File: src/rtl/core/mts_pkg.sv
package mts_pkg;

	localparam int unsigned STACK_ENTRIES_DEF = 256;
	localparam int unsigned DATA_W = 32;

	typedef logic signed [DATA_W-1:0] data_t;

	localparam data_t INT_MAX = 32'sh7FFF_FFFF;

	typedef enum logic [1:0] {
		OP_PUSH = 2'd0,
		OP_POP  = 2'd1,
		OP_PEEK = 2'd2,
		OP_NOP  = 2'd3
	} op_t;

	typedef enum logic [1:0] {
		ST_OK    = 2'd0,
		ST_EMPTY = 2'd1,
		ST_FULL  = 2'd2
	} status_t;

	typedef enum logic [1:0] {
		SH_HOLD = 2'd0,
		SH_PUSH = 2'd1,
		SH_POP  = 2'd2
	} shift_t;

	typedef enum logic {
		S_IDLE   = 1'b0,
		S_SECOND = 1'b1
	} state_t;

	typedef struct packed {
		shift_t shift;
		data_t  push_data;
	} chain_ctl_t;

endpackage

File: src/rtl/core/mts_cell.sv
module mts_cell (
	input  logic               clk,
	input  mts_pkg::shift_t    shift,
	input  mts_pkg::data_t     up_data,
	input  mts_pkg::data_t     down_data,
	output mts_pkg::data_t     data
);
	import mts_pkg::*;

	data_t data_q;

	// push moves entries one cell deeper, pop pulls them one cell up
	always_ff @(posedge clk) begin
		case (shift)
			SH_PUSH: data_q <= up_data;
			SH_POP:  data_q <= down_data;
			default: data_q <= data_q;
		endcase
	end

	assign data = data_q;
endmodule

File: config.mk
export PLATFORM = sky130hd
export DESIGN_NAME = mts_cell
export DESIGN_NICKNAME = d
export VERILOG_FILES = /design/src/rtl/core/mts_pkg.sv /design/src/rtl/core/mts_cell.sv
export SDC_FILE = /design/constraint.sdc
export NUM_CORES = 1
export LEC_CHECK = 0
export BUFFER_PORTS_ARGS = -buffer_cell sky130_fd_sc_hd__buf_2
export CAP_MARGIN = 20
export CORE_UTILIZATION = 35
export CTS_BUF_LIST = sky130_fd_sc_hd__clkbuf_16
export DETAILED_ROUTE_END_ITERATION = 8
export HOLD_SLACK_MARGIN = 0.05
export PLACE_DENSITY = 0.76
export SYNTH_ARGS = -nofsm -noshare
export SYNTH_HDL_FRONTEND = slang
export SYNTH_SLANG_ARGS = --single-unit
File: constraint.sdc
create_clock -name clk -period 2.65 [get_ports clk]
set_clock_uncertainty 0.2 [all_clocks]
set_input_delay 0.265 -clock clk [delete_from_list [all_inputs] [get_ports clk]]
set_output_delay 0.265 -clock clk [all_outputs]
set_load 0.01 [all_outputs]
==> flow_summary.ini, run 1 <==
[clock_tree]
cts_resized = 0
cts_sinks = 32
cts_buffers = 5
cts_max_level = 2
clkTransAtPathRegs_ps = 50
hold_buffers = 0
cts_tree = done
root_buffer = clkbuf_16
cts_setup_buffers = 0
cts_buffer_depth = 2

[cells_and_area]
seq_area_sq_um = 960.9
nNetsFinal = 243
fill_cells = 368
layout_commonest_cell = buf_2
final_cells = 226
final_cell_mix = 98 x buf_2, 32 x edfxtp_1, 30 x mux2_4
multi_input_area_sq_um = 488.0
largest_register_ffs = 32
diodes = 0
area_growth_pct = 43.97
drive_above_1_share_pct = 80.11

[job]
maxCapViolations = 0

[logic_synthesis]
yosys.area_share.adder_pct = 0.8203
synth.distinct_cells = 7
synthCells = 71
post_synth.cell_area_avg_sq_um = 21.48
synthSimpleGateAreaFrac_pct = 0
synth-compound-area-share_pct = 0
synth-xor-area-share_pct = 0
synth.yosys.seq_area_share_pct = 63.00
synth_warnings = 0
ys_seq_elements = 32
muxShareOfSynthArea_pct = 31.01
synth_top_family_by_area = multiplexers
syn_nets = 139
syn_area_sq_mm = 0.001525

[timing]
min_period_over_period_pct = 53.07
rsz0062_at_grt = no
slew_violations = 0
timing.fmax_mhz = 711.1
period_minus_slack_ps = 1406
worst_slew_pin_slew_ps = 398.3
tns_ps = 0
hold_viol = 0
maxSlewHeadroom_pct = 73.45
setup_viol = 0
finalWorstSetupSlack_ps = 1244
holdWs_ps = 95.18

[grt]
grt_pass1_wl_microns = 4057
antenna_found_initial = 0
grt_remaining_overflow = 0
gr-usage-all-layers_pct = 12.85
grt_pass1_vias = 961
grt_max_degree = 33

[power]
p_total_mw = 1.536
vdd_drop_max_mv = 0.3949
p_leak_nw = 1.048
power_density_mw_per_mm2 = 699.6

[die]
row_count = 23
die-area_sq_mm = 0.004626
initial_core_util_pct = 37.32
die_x_microns = 68.02
fp.coreArea_sq_mm = 0.004086
die_y_microns = 68.02
io_pins = 99

[setup_path]
cp_max_fo = 16
crit_buf_inv = 3
crit_path_start_kind = input pin
cp_cell_sequence = buf_2 -> inv_1 -> ha_2 -> buf_4 -> mux2_2
cp.required_ps = 2470
critPathMaxStageDelay_ps = 370
critPathTopFamily = buffers and inverters
worstPathArrival_ps = 1230
critPathKind = input pin to register
critPathSlowestCell = mux2_2
cp-end-kind = register

[drt]
wl_per_cell_microns = 12.61
drtIter0Drc = 85
via_per_inst = 4.367
routed_wl_microns = 2849
drc_errors = 0
ant_nets = 0
vias = 987
drt-pass1-iter-count = 4

[placed_design]
placement.io_buffers = 98
pre_cts_slack_ps = 954.5
place.gp.congestion = 0.6599
placedCellCount = 218
post-dp-hpwl_microns = 2295

[outcome]
outcome = finished, final reports clean

[worst_hold_path]
hold_class = input pin to register
==> kinds of logic after synthesis <==
kind of cell | after synthesis
DFF | 32
buffers and inverters | 6
adders and majority gates | 1
muxes | 32
==> layout make-up <==
type / count / area share (%)
Sequential cell: 32 / 43.76
Multi-Input combinational cell: 33 / 22.22
Inverter: 2 / 0.3419
Clock buffer: 5 / 5.698
Clock inverter: 3 / 1.766
Timing Repair Buffer: 101 / 23.36
Tap cell: 50 / 2.849
==> layer usage <==
metal / global-route usage, % / vias up / share of wire (%)
met3: 6.167 / 4 / 9.2
met2: 22.30 / 57 / 52
li1: - / 483 / -
met5: 0 / - / 0
met1: 12.70 / 443 / 38
met4: 6.250 / 0 / 1.2
==> synth_stat cells, drive strengths merged <==
master  count  area (sq um)
ha          1         12.51
inv         2         7.510
edfxtp     32         960.9
mux2       32         473.0
buf         4         71.32
==> stage by stage <==
stage	instance area (sq um)	util, %
final	2196	53.74
after global routing	2196	53.74
after CTS	2196	53.74
after detailed placement	2032	49.72
after global placement	2032	49.72
after floorplan	1525	-
==> path summary, 6_finish.rpt <==
check                    startpoint            endpoint  slack (ps)  depth (start not counted)
worst min-delay path  down_data[19]  data[19]$_DFFE_PP_         100                          2
worst max-delay path       shift[0]  data[30]$_DFFE_PP_        1240                          5
==> power breakdown <==
group          leakage (nW)  total (mW)  switching (mW)  internal (mW)
logic                 0.649       0.256           0.116          0.139
clock network        0.0850       0.617           0.181          0.436
registers             0.313       0.663          0.0178          0.646
Power figures use the tool's default switching activity.
==> run 2: changes to the inputs <==
clock period = 1.5 ns   (was 2.65 ns; I/O delays follow)
==> flow_summary.ini, run 2 (synthesis results as in run 1) <==
[outcome]
outcome = finished, final reports clean

[clock_tree]
cts_resized = 0
cts_buffer_depth = 2
root_buffer = clkbuf_16
cts_max_level = 2
cts_sinks = 32
cts_tree = done
clkTransAtPathRegs_ps = 50
hold_buffers = 64
cts_setup_buffers = 0
cts_buffers = 5

[timing]
timing.fmax_mhz = 772.8
worst_slew_pin_slew_ps = 138.2
maxSlewHeadroom_pct = 90.78
min_period_over_period_pct = 86.27
setup_viol = 0
rsz0062_at_grt = no
hold_viol = 0
tns_ps = 0
period_minus_slack_ps = 1294
slew_violations = 0

[die]
die_x_microns = 68.02
die_y_microns = 68.02
initial_core_util_pct = 37.32
die-area_sq_mm = 0.004626
io_pins = 99
row_count = 23
fp.coreArea_sq_mm = 0.004086

[cells_and_area]
final_cell_mix = 98 x buf_2, 64 x dlygate4sd3_1, 32 x edfxtp_1
diodes = 0
area_growth_pct = 88.60
nNetsFinal = 308
drive_above_1_share_pct = 58.75
layout_commonest_cell = buf_2
final_util_pct = 70.39
largest_register_ffs = 32
fill_cells = 265
seq_area_sq_um = 960.9
multi_input_area_sq_um = 498.0

[placed_design]
place.gp.congestion = 0.6545
post-dp-hpwl_microns = 2384
placement.io_buffers = 98

[setup_path]
worstPathArrival_ps = 1110
critPathKind = input pin to register
cp_max_fo = 1
crit_path_start_kind = input pin
cp.required_ps = 1320
cp-end-kind = register

[drt]
ant_nets = 0
drc_errors = 0
drtIter0Drc = 28
vias = 1303
routed_wl_microns = 4545
drt-pass1-iter-count = 4
via_per_inst = 4.493
wl_per_cell_microns = 15.67

[grt]
gr-usage-all-layers_pct = 21.27
grt_max_degree = 18
grt_pass1_wl_microns = 6734
antenna_found_initial = 0
grt_remaining_overflow = 0
grt_pass1_vias = 1425

[power]
p_leak_nw = 1.312
vdd_drop_max_mv = 0.5759
power_density_mw_per_mm2 = 945.3

[worst_hold_path]
hold_class = input pin to register
hold_depth = 3

[job]
maxCapViolations = 0
## run 2: layout make-up
type	count	area share [%]
Timing Repair Buffer	166	42.11
Sequential cell	32	33.41
Multi-Input combinational cell	33	17.31
Clock buffer	5	4.350
Tap cell	50	2.175
Inverter	2	0.3915
Clock inverter	2	0.2610
## run 2: final timing paths
check	startpoint	endpoint	slack, ps
min	shift[1]	data[31]$_DFFE_PP_	230
max	down_data[22]	data[22]$_DFFE_PP_	210
## run 2: report_power, final
part	internal, mW	switching (mW)	total, mW
Combinational	0.386	0.257	0.643
Clock	0.591	0.313	0.903
Sequential	1.14	0.0323	1.17
Total	2.12	0.602	2.72
## run 2: layer usage
metal  share of wire (%)  vias to the layer above  global-route usage [%]
li1                    -                      612                       -
met1                  37                      610                   21.36
met2                  54                       70                   39.22
met3                 7.5                       11                   7.000
met4                 2.0                        0                   9.635
met5                   0                        -                       0
## run 2: stage by stage
stage                     instance area [sq um]  worst slack (ps)  cells  hold WS (ps)  total power, mW
after floorplan                            1541             35.53     71         167.5            1.442
after global placement                     2103             32.36    219         250.5            1.678
after detailed placement                   2103            0.8459    219         253.1            1.692
after CTS                                  2877             252.8    290         214.9            2.732
after global routing                       2877             202.0    290         241.0            2.831
final                                      2877             206.0    290         232.2            2.719
## run 2: worst max-delay path, stage by stage
cell and delay [ps]:
dlygate4sd3_1 560, buf_2 140, mux2_4 260
==> run 3: changes to the inputs <==
clock period = 1.4 ns   (was 1.5 ns; I/O delays follow)
==> flow_summary.ini, run 3 (synthesis results as in run 1) <==
[timing]
period_minus_slack_ps = 1289
maxSlewHeadroom_pct = 91.21
setup_viol = 0
min_period_over_period_pct = 92.04
slew_violations = 0
worst_slew_pin_slew_ps = 131.9
finalWorstSetupSlack_ps = 111.4
rsz0062_at_grt = no
hold_viol = 0
tns_ps = 0
timing.fmax_mhz = 776.0

[grt]
grt_max_degree = 21
busiest_layer = met2
grt_pass1_wl_microns = 6334
met2_usage_pct = 42.28
antenna_found_initial = 0
grt_pass1_vias = 1418
grt_use_met3_pct = 5.333
gr-usage-all-layers_pct = 19.82
grt_use_met1_pct = 16.00
grt_remaining_overflow = 0

[drt]
wl_per_cell_microns = 15.28
via_per_inst = 4.416
routed_wl_microns = 4477
drt-pass1-iter-count = 3
drc_errors = 0
ant_nets = 0
drtIter0Drc = 37
vias = 1294

[setup_path]
crit_path_start_kind = input pin
cp_max_fo = 1
cp.required_ps = 1220
worstPathArrival_ps = 1100
cp_cell_sequence = dlygate4sd3_1 -> buf_2 -> mux2_4
critPathMaxStageDelay_ps = 560
cp-end-kind = register
critPathSlowestCell = dlygate4sd3_1
critPathKind = input pin to register

[cells_and_area]
final_util_pct = 70.79
largest_register_ffs = 32
diodes = 0
final_cell_mix = 98 x buf_2, 64 x dlygate4sd3_1, 32 x edfxtp_1
area_growth_pct = 89.66
drive_above_1_share_pct = 60.08
layout_commonest_cell = buf_2
finish.instance_area_sq_mm = 0.002893
nNetsFinal = 310
fill_cells = 273

[die]
die_y_microns = 68.02
io_pins = 99
initial_core_util_pct = 37.32
row_count = 23
die_x_microns = 68.02
fp.coreArea_sq_mm = 0.004086
die-area_sq_mm = 0.004626

[clock_tree]
cts_tree = done
cts_buffers = 5
root_buffer = clkbuf_16
cts_resized = 0
clkTransAtPathRegs_ps = 50
cts_buffer_depth = 2
cts_max_level = 2
cts_sinks = 32

[power]
sequentialPowerShare_pct = 42.4
p_comb_share_pct = 23.4
vdd_drop_max_mv = 0.5949
p_total_mw = 2.947
p_switching_mw = 0.6705
p_leak_nw = 1.325
power_density_mw_per_mm2 = 1019
pwr-share-clk_pct = 34.2
swShare_pct = 22.75
intPower_mw = 2.276

[job]
maxCapViolations = 0

[worst_hold_path]
hold_end = data[30]$_DFFE_PP_
hold_start = shift[1]
hold_class = input pin to register
hold_depth = 3

[outcome]
outcome = finished, final reports clean

[placed_design]
place.gp.congestion = 0.6610
post-dp-hpwl_microns = 2350
pre_cts_slack_ps = -55.94
placement.io_buffers = 98
place_area_sq_mm = 0.002113
-- run 3: layout make-up --
type                       count  area [sq um]  area share (%)
clock buffer                   5         125.1           4.325
tap                           50         62.56           2.163
sequential                    32         960.9           33.22
inverter                       2         18.77          0.6488
clock inverter                 3         13.76          0.4758
timing repair buffer         168          1214           41.95
multi-input combinational     33         498.0           17.21
-- run 3: power by group through the flow --
stage / registers [mW] / logic, mW / clock network [mW]
6_report: 1.25 / 0.688 / 1.01
5_1_grt: 1.26 / 0.734 / 1.07
4_1_cts: 1.25 / 0.678 / 1.03
3_5_place_dp: 1.27 / 0.539 / 0
3_3_place_gp: 1.26 / 0.529 / 0
2_1_floorplan: 1.35 / 0.194 / 0
-- run 3: worst max path at each step --
stage,to,depth (start not counted),start
floorplan,data[0]$_DFFE_PP_,3,shift[0]
global placement,data[24]$_DFFE_PP_,5,shift[0]
detailed placement,data[25]$_DFFE_PP_,5,shift[0]
CTS,data[31]$_DFFE_PP_,3,down_data[31]
global route,data[1]$_DFFE_PP_,3,up_data[1]
finish,data[1]$_DFFE_PP_,3,up_data[1]
-- run 3: per-stage QoR --
step	instances	hold slack, ps
after floorplan	71	157.5
after CTS	293	228.9
after detailed placement	221	243.1
after global routing	293	233.2
after global placement	221	239.8
final	293	231.0
-- run 3: metal layers --
metal / up-vias / routed length (microns)
li1: 616 / -
met3: 6 / 307
met1: 605 / 1481
met5: - / 0
met2: 67 / 2607
met4: 0 / 80
-- run 3: critical path, delay by kind of cell --
| family | cells | cell delay (ps) |
|---|---|---|
| buffers and inverters | 2 | 700 |
| multiplexers | 1 | 260 |
-- run 3: repair_timing --
action	CTS	global route
hold buffers	64	0
endpoints found under the hold margin	32	0
setup buffers	0	0
