### src/rtl/core/mts_pkg.sv
package mts_pkg;

	localparam int unsigned STACK_ENTRIES_DEF = 256;
	localparam int unsigned DATA_W = 32;

	typedef logic signed [DATA_W-1:0] data_t;

	localparam data_t INT_MAX = 32'sh7FFF_FFFF;

	typedef enum logic [1:0] {
		OP_PUSH = 2'd0,
		OP_POP  = 2'd1,
		OP_PEEK = 2'd2,
		OP_NOP  = 2'd3
	} op_t;

	typedef enum logic [1:0] {
		ST_OK    = 2'd0,
		ST_EMPTY = 2'd1,
		ST_FULL  = 2'd2
	} status_t;

	typedef enum logic [1:0] {
		SH_HOLD = 2'd0,
		SH_PUSH = 2'd1,
		SH_POP  = 2'd2
	} shift_t;

	typedef enum logic {
		S_IDLE   = 1'b0,
		S_SECOND = 1'b1
	} state_t;

	typedef struct packed {
		shift_t shift;
		data_t  push_data;
	} chain_ctl_t;

endpackage

### src/rtl/core/mts_req_if.sv
interface mts_req_if;
	logic               valid;
	logic               ready;
	logic [1:0]         op;
	logic signed [31:0] push_value;

	modport source (output valid, output op, output push_value, input ready);
	modport sink (input valid, input op, input push_value, output ready);
endinterface

### src/rtl/core/mts_rsp_if.sv
interface mts_rsp_if;
	logic               valid;
	logic               ready;
	logic [1:0]         status;
	logic signed [31:0] data_out;
	logic signed [31:0] min_out;

	modport source (output valid, output status, output data_out, output min_out, input ready);
	modport sink (input valid, input status, input data_out, input min_out, output ready);
endinterface

### src/rtl/core/mts_ctrl.sv
module mts_ctrl #(
	parameter int unsigned STACK_ENTRIES = mts_pkg::STACK_ENTRIES_DEF
) (
	input  logic                   clk,
	input  logic                   arst_n,
	mts_req_if.sink                req,
	mts_rsp_if.source              rsp,
	output mts_pkg::chain_ctl_t    chain,
	input  mts_pkg::data_t         top_data
);
	import mts_pkg::*;

	localparam int unsigned DEPTH_W = $clog2(STACK_ENTRIES + 1);
	localparam logic [DEPTH_W-1:0] CAP = DEPTH_W'(STACK_ENTRIES);
	localparam logic [DEPTH_W-1:0] ONE = DEPTH_W'(1);
	localparam logic [DEPTH_W-1:0] TWO = DEPTH_W'(2);

	state_t             state_q, state_d;
	logic [DEPTH_W-1:0] depth_q, depth_d;
	data_t              min_q, min_d;
	data_t              hold_q, hold_d;
	logic               second_pop_q, second_pop_d;
	logic               out_valid_q;
	status_t            status_q, status_d;
	data_t              data_q, data_d;
	data_t              min_out_q, min_out_d;
	logic               load;

	op_t                req_op;
	data_t              req_val;
	logic               need2;
	logic               full;
	logic               empty;
	logic               hit_min;
	logic               fire;
	logic               go_second;

	assign req_op  = op_t'(req.op);
	assign req_val = req.push_value;
	assign need2   = req_val <= min_q;
	assign full    = depth_q > (CAP - (need2 ? TWO : ONE));
	assign empty   = depth_q == '0;
	assign hit_min = top_data == min_q;

	assign req.ready = (state_q == S_IDLE) && (!out_valid_q || rsp.ready);
	assign fire      = req.valid && req.ready;

	assign go_second = fire &&
		((req_op == OP_PUSH && !full && need2) ||
		 (req_op == OP_POP && !empty && hit_min && depth_q != ONE));

	always_comb begin
		state_d = state_q;
		unique case (state_q)
			S_IDLE:   if (go_second) state_d = S_SECOND;
			S_SECOND: state_d = S_IDLE;
			default:  state_d = S_IDLE;
		endcase
	end

	always_comb begin
		chain.shift     = SH_HOLD;
		chain.push_data = hold_q;
		depth_d         = depth_q;
		min_d           = min_q;
		hold_d          = hold_q;
		second_pop_d    = second_pop_q;
		load            = 1'b0;
		status_d        = ST_OK;
		data_d          = '0;
		min_out_d       = min_q;
		unique case (state_q)
			S_IDLE: begin
				if (fire) begin
					unique case (req_op)
						OP_PUSH: begin
							if (full) begin
								load     = 1'b1;
								status_d = ST_FULL;
							end else if (need2) begin
								// save the old minimum first, value goes on next cycle
								chain.shift     = SH_PUSH;
								chain.push_data = min_q;
								depth_d         = depth_q + ONE;
								min_d           = req_val;
								hold_d          = req_val;
								second_pop_d    = 1'b0;
							end else begin
								chain.shift     = SH_PUSH;
								chain.push_data = req_val;
								depth_d         = depth_q + ONE;
								load            = 1'b1;
							end
						end
						OP_POP: begin
							if (empty) begin
								load     = 1'b1;
								status_d = ST_EMPTY;
							end else begin
								chain.shift = SH_POP;
								depth_d     = depth_q - ONE;
								if (hit_min && depth_q != ONE) begin
									hold_d       = top_data;
									second_pop_d = 1'b1;
								end else if (hit_min) begin
									// no saved minimum beneath
									min_d     = INT_MAX;
									load      = 1'b1;
									data_d    = top_data;
									min_out_d = INT_MAX;
								end else begin
									load   = 1'b1;
									data_d = top_data;
								end
							end
						end
						OP_PEEK: begin
							load = 1'b1;
							if (empty) status_d = ST_EMPTY;
							else       data_d   = top_data;
						end
						default: load = 1'b1;
					endcase
				end
			end
			S_SECOND: begin
				load = 1'b1;
				if (second_pop_q) begin
					// top cell now holds the saved minimum
					chain.shift = SH_POP;
					depth_d     = depth_q - ONE;
					min_d       = top_data;
					data_d      = hold_q;
					min_out_d   = top_data;
				end else begin
					chain.shift     = SH_PUSH;
					chain.push_data = hold_q;
					depth_d         = depth_q + ONE;
				end
			end
			default: ;
		endcase
	end

	always_ff @(posedge clk or negedge arst_n) begin
		if (!arst_n) begin
			state_q      <= S_IDLE;
			depth_q      <= '0;
			min_q        <= INT_MAX;
			second_pop_q <= 1'b0;
			out_valid_q  <= 1'b0;
		end else begin
			state_q      <= state_d;
			depth_q      <= depth_d;
			min_q        <= min_d;
			second_pop_q <= second_pop_d;
			if (load)           out_valid_q <= 1'b1;
			else if (rsp.ready) out_valid_q <= 1'b0;
		end
	end

	always_ff @(posedge clk) begin
		hold_q <= hold_d;
		if (load) begin
			status_q  <= status_d;
			data_q    <= data_d;
			min_out_q <= min_out_d;
		end
	end

	assign rsp.valid    = out_valid_q;
	assign rsp.status   = status_q;
	assign rsp.data_out = data_q;
	assign rsp.min_out  = min_out_q;

	a_depth_in_range: assert property (@(posedge clk) disable iff (!arst_n)
		depth_q <= CAP)
		else $error("stack depth beyond capacity");

	a_no_req_in_second: assert property (@(posedge clk) disable iff (!arst_n)
		state_q == S_SECOND |-> !req.ready)
		else $error("request taken during second step");

	a_second_ends: assert property (@(posedge clk) disable iff (!arst_n)
		state_q == S_SECOND |=> state_q == S_IDLE && out_valid_q)
		else $error("second step did not produce a response");

	a_single_push_depth: assert property (@(posedge clk) disable iff (!arst_n)
		fire && req_op == OP_PUSH && !full && !need2 |=>
			depth_q == $past(depth_q) + ONE)
		else $error("plain push did not grow the stack by one");

	a_output_slot_free: assert property (@(posedge clk) disable iff (!arst_n)
		out_valid_q && !rsp.ready |-> !load)
		else $error("response overwritten while stalled");
endmodule

### src/flat_wrapper.sv
// flat-port wrapper written by rule: the top's interface ports become plain ports
module mts_ctrl_flat import mts_pkg::*;
#(
	parameter int unsigned STACK_ENTRIES = mts_pkg::STACK_ENTRIES_DEF
)
  (clk, arst_n, chain, top_data, req_valid, req_op, req_push_value, req_ready, rsp_valid, rsp_status, rsp_data_out, rsp_min_out, rsp_ready);
  mts_req_if req_i ();
  mts_rsp_if rsp_i ();
  input  logic clk;
  input  logic arst_n;
  output mts_pkg::chain_ctl_t chain;
  input  mts_pkg::data_t top_data;
  input wire logic [$bits(req_i.valid)-1:0] req_valid;
  input wire logic [$bits(req_i.op)-1:0] req_op;
  input wire logic [$bits(req_i.push_value)-1:0] req_push_value;
  output wire logic [$bits(req_i.ready)-1:0] req_ready;
  output wire logic [$bits(rsp_i.valid)-1:0] rsp_valid;
  output wire logic [$bits(rsp_i.status)-1:0] rsp_status;
  output wire logic [$bits(rsp_i.data_out)-1:0] rsp_data_out;
  output wire logic [$bits(rsp_i.min_out)-1:0] rsp_min_out;
  input wire logic [$bits(rsp_i.ready)-1:0] rsp_ready;
  assign req_i.valid = req_valid;
  assign req_i.op = req_op;
  assign req_i.push_value = req_push_value;
  assign req_ready = req_i.ready;
  assign rsp_valid = rsp_i.valid;
  assign rsp_status = rsp_i.status;
  assign rsp_data_out = rsp_i.data_out;
  assign rsp_min_out = rsp_i.min_out;
  assign rsp_i.ready = rsp_ready;
  mts_ctrl #(.STACK_ENTRIES(STACK_ENTRIES)) u_core (.clk(clk), .arst_n(arst_n), .req(req_i), .rsp(rsp_i), .chain(chain), .top_data(top_data));
endmodule
### config.mk
export PLATFORM = sky130hd
export DESIGN_NAME = mts_ctrl_flat
export DESIGN_NICKNAME = d
export VERILOG_FILES = /design/src/rtl/core/mts_pkg.sv /design/src/rtl/core/mts_req_if.sv /design/src/rtl/core/mts_rsp_if.sv /design/src/rtl/core/mts_ctrl.sv /design/src/flat_wrapper.sv
export SDC_FILE = /design/constraint.sdc
export NUM_CORES = 1
export LEC_CHECK = 0
export BUFFER_PORTS_ARGS = -buffer_cell sky130_fd_sc_hd__buf_2
export CORE_ASPECT_RATIO = 2
export CORE_MARGIN = 5
export CORE_UTILIZATION = 45
export CTS_CLUSTER_DIAMETER = 80
export DETAILED_ROUTE_END_ITERATION = 16
export PLACE_DENSITY = 0.74
export SETUP_SLACK_MARGIN = 0.05
export SYNTH_ARGS = -nofsm -noshare
export SYNTH_HDL_FRONTEND = slang
export SYNTH_SLANG_ARGS = --single-unit
export TNS_END_PERCENT = 5
### constraint.sdc
create_clock -name clk -period 6.4 [get_ports clk]
set_input_delay 0.64 -clock clk [delete_from_list [all_inputs] [get_ports clk]]
set_output_delay 0.64 -clock clk [all_outputs]
set_load 0.02 [all_outputs]
==> results_dict.tcl, run 1 <==
set metrics [dict create \
    grtUsageTotal_pct 25.1 \
    die_area_um2 22800 \
    synth_seq_area_share_pct 46.0 \
    grt.met1_usage_pct 26.8 \
    power.switching_fraction_pct 40.2 \
    vias_per_cell 5.79 \
    fp.coreArea_um2 19400 \
    path_class "reg2out" \
    num_rows 72 \
    finalSetupViolCount 0 \
    routedWlPerCell_um 20.6 \
    path_clk_slew_ns 0.06 \
    via_count 7987 \
    floorplan.initialDensity_pct 45.8 \
    clock_skew_after_layout_ns 0.00811 \
    detailedPlacementHpwl_um 19400 \
    worst_setup_path_start_kind "flop" \
    postSynth.asyncResetShare_pct 31.0 \
    io_pins 172 \
    cts-htree-levels 4 \
    finalWirelength_um 28400 \
    post_synth_main_area_contributors "sky130_fd_sc_hd__edfxtp_1 (33%), sky130_fd_sc_hd__dfstp_2 (9.2%), sky130_fd_sc_hd__nand2_1 (7.4%), sky130_fd_sc_hd__a21oi_1 (6.1%), sky130_fd_sc_hd__ha_1 (5.6%)" \
    postSynthCellCount 972 \
    maxClockFrequency_mhz 178 \
    worstPathMaxFanout 35 \
    power.share.sequential_pct 35.9 \
    post_route_cells_drive_above_1_share_pct 23.0 \
    clk-insertion-delay-late_ns 0.44 \
    synthesis.nets 1082 \
    synthFlopType "sky130_fd_sc_hd__edfxtp_1" \
    setup_repair_after_global_routing_missed_its_margin "false" \
    max_slew.worst_pin.slew_ns 0.907 \
    leading_cell_types_by_count_after_synthesis "sky130_fd_sc_hd__nand2_1 (175), sky130_fd_sc_hd__a21oi_1 (109), sky130_fd_sc_hd__edfxtp_1 (98)" \
    post_cts_hold_buffer_count 0 \
    run_status "finished, final reports clean" \
    hold_viol_final 0 \
    global_route_wire_length_before_repair_um 43600 \
    r2r_start "u_core.min_q[19]" \
    layout_min_cycle_time_ns 5.63 \
    antennaDiodeCount 0 \
    cp.required_ns 5.76 \
    top_usage_layer "met2" \
    synth_edf_count 98 \
    worst_r2r_endpoint "u_core.min_q[17]" \
    groute.layer.met3.usage_pct 5.53 \
    syn_area_per_cell_um2 9.13 \
    die_w_um 109 \
    layout.nets 1217 \
    tritoncts_clock_tree "yes" \
    cts_buffers 17 \
    post_synth_instance_area_um2 8870 \
    ctsLongestPathBuffers 2 \
    clockRootBuffer "sky130_fd_sc_hd__clkbuf_16" \
    synth.most_common_cell "sky130_fd_sc_hd__nand2_1" \
    reg2reg_setup_slack_ns 1.52 \
    dr.pass1.iters 5 \
    syn_to_final_growth_pct 18.3 \
    grt_max_degree 79 \
    grt_pass1_vias 8057 \
    layout.core_utilization_pct 54.2 \
    power_report.internal_total_mw 2.60 \
    end_kind "primary output" \
    min_path_type "in2async" \
    synth_top_area_cell "sky130_fd_sc_hd__edfxtp_1" \
    clock_sinks 142 \
    yosys.cell_types.count 56 \
    yosys.area.top_type_share_pct 33.2 \
    slew_headroom_pct 39.2 \
    detailed_route_drc_error_count 0 \
    yosysWarningCount 0 \
    die_height_um 209 \
    max-vdd-ir-drop_v 0.000171 \
    rr_worst_depth 15 \
    p_comb_share_pct 40.7 \
    first_drt_iteration_drcs 578 \
    cp_data_arrival_time_ns 4.99 \
    place.gp.congestion 0.939 \
    antenna_found_initial 0 \
    power.leakage_nw 4.71 \
    timing.final.crit_share_pct 88.0 \
    maxCapViolCount 0 \
    placement.io_buffers 171 \
    antenna_left 0 \
    postSynthRegisterBits 142 \
    clockPowerShare_pct 23.4 \
    fin_tns_setup_ns 0 \
    post-cts-setup-buffer-count 0 \
    grt_util_met2_pct 44.5 \
    powerDensity_nw_per_um2 414 \
    switching_power_mw 1.74 \
    drv_slew 0 \
    grt_remaining_overflow 0 \
    ctsResizeCount 0 \
]
[final cells by class]
class	instances	area [µm²]
Clock buffer	18	429
Clock inverter	14	166
Fill cell	1771	8870
Inverter	43	161
Multi-Input combinational cell	723	4390
Sequential cell	142	4090
Tap cell	259	324
Timing Repair Buffer	180	936
[power by group through the flow]
stage / registers [mW] / clock network [mW] / logic [mW]
floorplan: 1.62 / 0 / 1.14
global placement: 1.56 / 0 / 1.73
detailed placement: 1.56 / 0 / 1.75
CTS: 1.55 / 1.03 / 1.76
global route: 1.58 / 1.07 / 1.93
finish: 1.56 / 1.02 / 1.77
[cell usage in the layout (no fill, tap or decap), types with 3 or more instances in the layout]
master,n
sky130_fd_sc_hd__a2bb2oi_1,3
sky130_fd_sc_hd__a21o_1,3
sky130_fd_sc_hd__o22a_1,11
sky130_fd_sc_hd__a21oi_1,109
sky130_fd_sc_hd__clkbuf_16,17
sky130_fd_sc_hd__and3_1,3
sky130_fd_sc_hd__nor4_1,10
sky130_fd_sc_hd__dfrtp_1,11
sky130_fd_sc_hd__xor2_1,39
sky130_fd_sc_hd__buf_2,171
sky130_fd_sc_hd__nand4_1,14
sky130_fd_sc_hd__nor2_1,97
sky130_fd_sc_hd__nor3_1,6
sky130_fd_sc_hd__a22o_1,32
sky130_fd_sc_hd__bufinv_16,3
sky130_fd_sc_hd__nand2b_1,5
sky130_fd_sc_hd__a22oi_1,30
sky130_fd_sc_hd__edfxtp_1,98
sky130_fd_sc_hd__buf_4,8
sky130_fd_sc_hd__nand2_1,175
sky130_fd_sc_hd__clkinvlp_4,3
sky130_fd_sc_hd__o21ai_0,69
sky130_fd_sc_hd__ha_1,40
sky130_fd_sc_hd__clkinv_2,3
sky130_fd_sc_hd__dfstp_2,31
sky130_fd_sc_hd__inv_1,42
sky130_fd_sc_hd__mux2i_1,34
[layer usage]
layer	part of all wire (%)	vias to the layer above	routed length [µm]
met5	0	-	0
li1	-	3746	-
met4	5.4	0	1520
met1	35	3800	9960
met3	7.0	94	2000
met2	53	347	14900
[registers in the layout (all words and copies together) (netlist names)]
signal / flops
u_core.depth_q: 9
u_core.hold_q: 32
u_core.min_q: 32
u_core.rsp.data_out: 32
u_core.rsp.min_out: 32
u_core.rsp.status: 2
u_core.rsp.valid: 1
u_core.second_pop_q: 1
u_core.state_q: 1
[through the flow]
step | setup WS (ns) | std cells | cell area [µm²] | hold WS (ns) | total power, mW
floorplan | 1.06 | 972 | 8880 | 0.344 | 2.76
global placement | 1.17 | 1347 | 9900 | 0.482 | 3.28
detailed placement | 1.05 | 1347 | 9900 | 0.487 | 3.31
CTS | 0.789 | 1379 | 10500 | 0.320 | 4.35
global route | 0.288 | 1379 | 10500 | 0.354 | 4.59
finish | 0.766 | 1379 | 10500 | 0.314 | 4.34
[worst max-delay path by stage]
stage               slack, ns  cells past startpoint                endpoint               start
floorplan                1.06                     15  u_core.rsp.data_out[0]  req_push_value[11]
detailed placement       1.05                     17               chain[18]  req_push_value[31]
finish                   0.77                     17               chain[16]    u_core.min_q[19]
global route             0.29                     17               chain[18]    u_core.min_q[31]
global placement         1.17                     17               chain[18]  req_push_value[31]
CTS                      0.79                     17               chain[18]    u_core.min_q[19]
[cells by family after synthesis]
logic type / after synthesis / synth area share [%]
fa+ha+maj: 40 / 5.64
buf+inv: 107 / 4.67
mux: 36 / 4.09
compound gates: 278 / 19.8
xor+xnor: 41 / 4.05
flops: 142 / 46.0
simple gates: 328 / 15.8
[worst max-delay path: stages, from the launching register on]
cell,delay [ns]
sky130_fd_sc_hd__dfstp_2,0.56
sky130_fd_sc_hd__inv_1,0.08
sky130_fd_sc_hd__ha_1,0.33
sky130_fd_sc_hd__nand4_1,0.18
sky130_fd_sc_hd__nor4_1,0.55
sky130_fd_sc_hd__nor2b_1,0.13
sky130_fd_sc_hd__a31oi_1,0.39
sky130_fd_sc_hd__o211ai_1,0.17
sky130_fd_sc_hd__inv_1,0.09
sky130_fd_sc_hd__ha_1,0.13
sky130_fd_sc_hd__nor2_1,0.04
sky130_fd_sc_hd__a41oi_1,0.22
sky130_fd_sc_hd__and2_1,0.19
sky130_fd_sc_hd__and2_2,0.58
sky130_fd_sc_hd__buf_4,0.47
sky130_fd_sc_hd__nor2_1,0.07
sky130_fd_sc_hd__a21oi_1,0.15
sky130_fd_sc_hd__buf_2,0.19
No activity file was read; power rests on OpenSTA's default activity.
==> inputs of run 2 (changes only) <==
- REMOVE_ABC_BUFFERS: unset -> 1
==> run 2 against run 1 <==
Compared with the run above:
- global-route usage is 0.080 points lower
- critical path depth stayed put
- sequential share of layout area is 0.23 points lower
- first-iteration DRC count down 12%
- fmax increased by 10%
- combinational power is essentially flat
- final area increased by 0.58%
- setup slack improved by 0.53 ns
- largest cell class unchanged
- routed wire length fell by 0.99%
- die area is the same
- clock skew increased by 0.0015 ns
==> results_dict.tcl, run 2 (synthesis gave the netlist of run 1 again) <==
set metrics [dict create \
    detailed_route_drc_error_count 0 \
    cp.required_ns 5.76 \
    via_count 8015 \
    place.gp.congestion 0.870 \
    cts_buffers 17 \
    antenna_left 0 \
    grtUsageTotal_pct 25.1 \
    path_clk_slew_ns 0.06 \
    detailedPlacementHpwl_um 19100 \
    layout_min_cycle_time_ns 5.10 \
    fp.coreArea_um2 19400 \
    powerDensity_nw_per_um2 413 \
    maxCapViolCount 0 \
    routedWlPerCell_um 20.3 \
    finalSetupViolCount 0 \
    critical-path-top-delay-family "simple AND/OR/NAND/NOR gates" \
    die_area_um2 22800 \
    fin_tns_setup_ns 0 \
    ctsResizeCount 0 \
    die_height_um 209 \
    global_route_wire_length_before_repair_um 43500 \
    placement.io_buffers 171 \
    clock_skew_after_layout_ns 0.00960 \
    pre_cts_slack_ns 1.55 \
    dr.pass1.iters 5 \
    post_route_cells_drive_above_1_share_pct 23.3 \
    reg2reg_setup_slack_ns 1.74 \
    leading_cell_type_in_the_layout_fill_and_taps_excluded "sky130_fd_sc_hd__nand2_1" \
    slowest_delay_ns 0.53 \
    end_kind "primary output" \
    run_status "finished, final reports clean" \
    die_w_um 109 \
    layout.nets 1221 \
    min_path_type "in2async" \
    report.power.total_mw 4.36 \
    grt_remaining_overflow 0 \
    max-vdd-ir-drop_v 0.000232 \
    grt_pass1_vias 8084 \
    clock_sinks 142 \
    setup_repair_after_global_routing_missed_its_margin "false" \
    smallest_hold_slack_ns 0.307 \
    rr_worst_depth 17 \
    post_cts_hold_buffer_count 0 \
    antenna_found_initial 3 \
    postPlaceCellArea_um2 9930 \
    mostFrequentLayoutCells "sky130_fd_sc_hd__nand2_1 (175), sky130_fd_sc_hd__buf_2 (171), sky130_fd_sc_hd__a21oi_1 (109)" \
    drv_slew 0 \
    syn_to_final_growth_pct 19.0 \
    cts-htree-levels 4 \
    fin_worst_setup_slack_ns 1.30 \
    worst_r2r_endpoint "u_core.min_q[0]" \
    critPathBufInv 4 \
    hold_viol_final 0 \
    vias_per_cell 5.78 \
    maxClockFrequency_mhz 196 \
    clockRootBuffer "sky130_fd_sc_hd__clkbuf_16" \
    timing.final.crit_share_pct 79.7 \
    first_drt_iteration_drcs 508 \
    grt_max_degree 73 \
    worst_setup_path_start_kind "flop" \
    path_class "reg2out" \
    number_of_placed_instances_with_taps_included 1351 \
    worstPathMaxFanout 33 \
    io_pins 172 \
    slew_headroom_pct 36.4 \
    r2r_start "u_core.min_q[31]" \
    cp_data_arrival_time_ns 4.46 \
    finalWirelength_um 28100 \
    finish.cell_count_without_fillers 1386 \
    max_slew.worst_pin.slew_ns 0.950 \
    power.leakage_nw 4.74 \
    layout.cell_area.non_filler_um2 10600 \
    clk-insertion-delay-late_ns 0.43 \
    floorplan.initialDensity_pct 45.8 \
    num_rows 72 \
    ctsLongestPathBuffers 2 \
    cell_type_of_the_slowest_stage_on_the_worst_timing_path "sky130_fd_sc_hd__nor4_1" \
    crit_chain "inv_1 -> ha_1 -> nand4_1 -> nor4_1 -> nor2b_1 -> a31oi_1 -> o211ai_1 -> inv_1 -> ha_1 -> nor2_1 -> a41oi_1 -> and2_1 -> and2_2 -> buf_4 -> nor2_1 -> a21oi_1 -> buf_2" \
    post-cts-setup-buffer-count 0 \
    layout.core_utilization_pct 54.5 \
    tritoncts_clock_tree "yes" \
]
## run 2: cell count changes in the layout (fill, tap and decap cells not counted)
cell	delta
sky130_fd_sc_hd__or4_1	+1
sky130_fd_sc_hd__diode_2	+3
sky130_fd_sc_hd__clkbuf_1	-1
sky130_fd_sc_hd__inv_6	-1
sky130_fd_sc_hd__or4_2	-1
sky130_fd_sc_hd__bufinv_16	+1
sky130_fd_sc_hd__buf_4	+4
sky130_fd_sc_hd__clkinvlp_4	+1
## run 2: area by class of cell
class                      instances  area (µm²)
multi-input combinational        723        4390
fill                            1784        8810
clock buffer                      17         425
inverter                          43         161
tap                              259         324
sequential                       142        4090
timing repair buffer             184         966
antenna                            3        7.51
clock inverter                    15         195
## run 2: routing by layer
| metal | up-vias | part of all wire, % | GRT usage, % |
|---|---|---|---|
| met5 | - | 0 | 0 |
| met4 | 0 | 5.5 | 15.2 |
| met2 | 366 | 53 | 44.2 |
| li1 | 3747 | - | - |
| met1 | 3818 | 35 | 27.3 |
| met3 | 84 | 6.4 | 4.14 |
## run 2: worst max path at each step
stage	from	endpoint	slack, ns	cells past startpoint
floorplan	req_push_value[11]	u_core.rsp.data_out[0]	-2.27	13
global placement	req_push_value[31]	chain[19]	1.58	17
detailed placement	req_push_value[31]	u_core.min_q[0]	1.55	17
CTS	u_core.min_q[31]	chain[19]	1.33	17
global route	u_core.min_q[31]	chain[19]	1.08	17
finish	u_core.min_q[31]	chain[11]	1.30	17
## run 2: report_power, final
group	internal (mW)	leakage [nW]	switching (mW)
sequential	1.34	1.41	0.227
combinational	0.648	3.04	1.09
clock	0.650	0.293	0.406
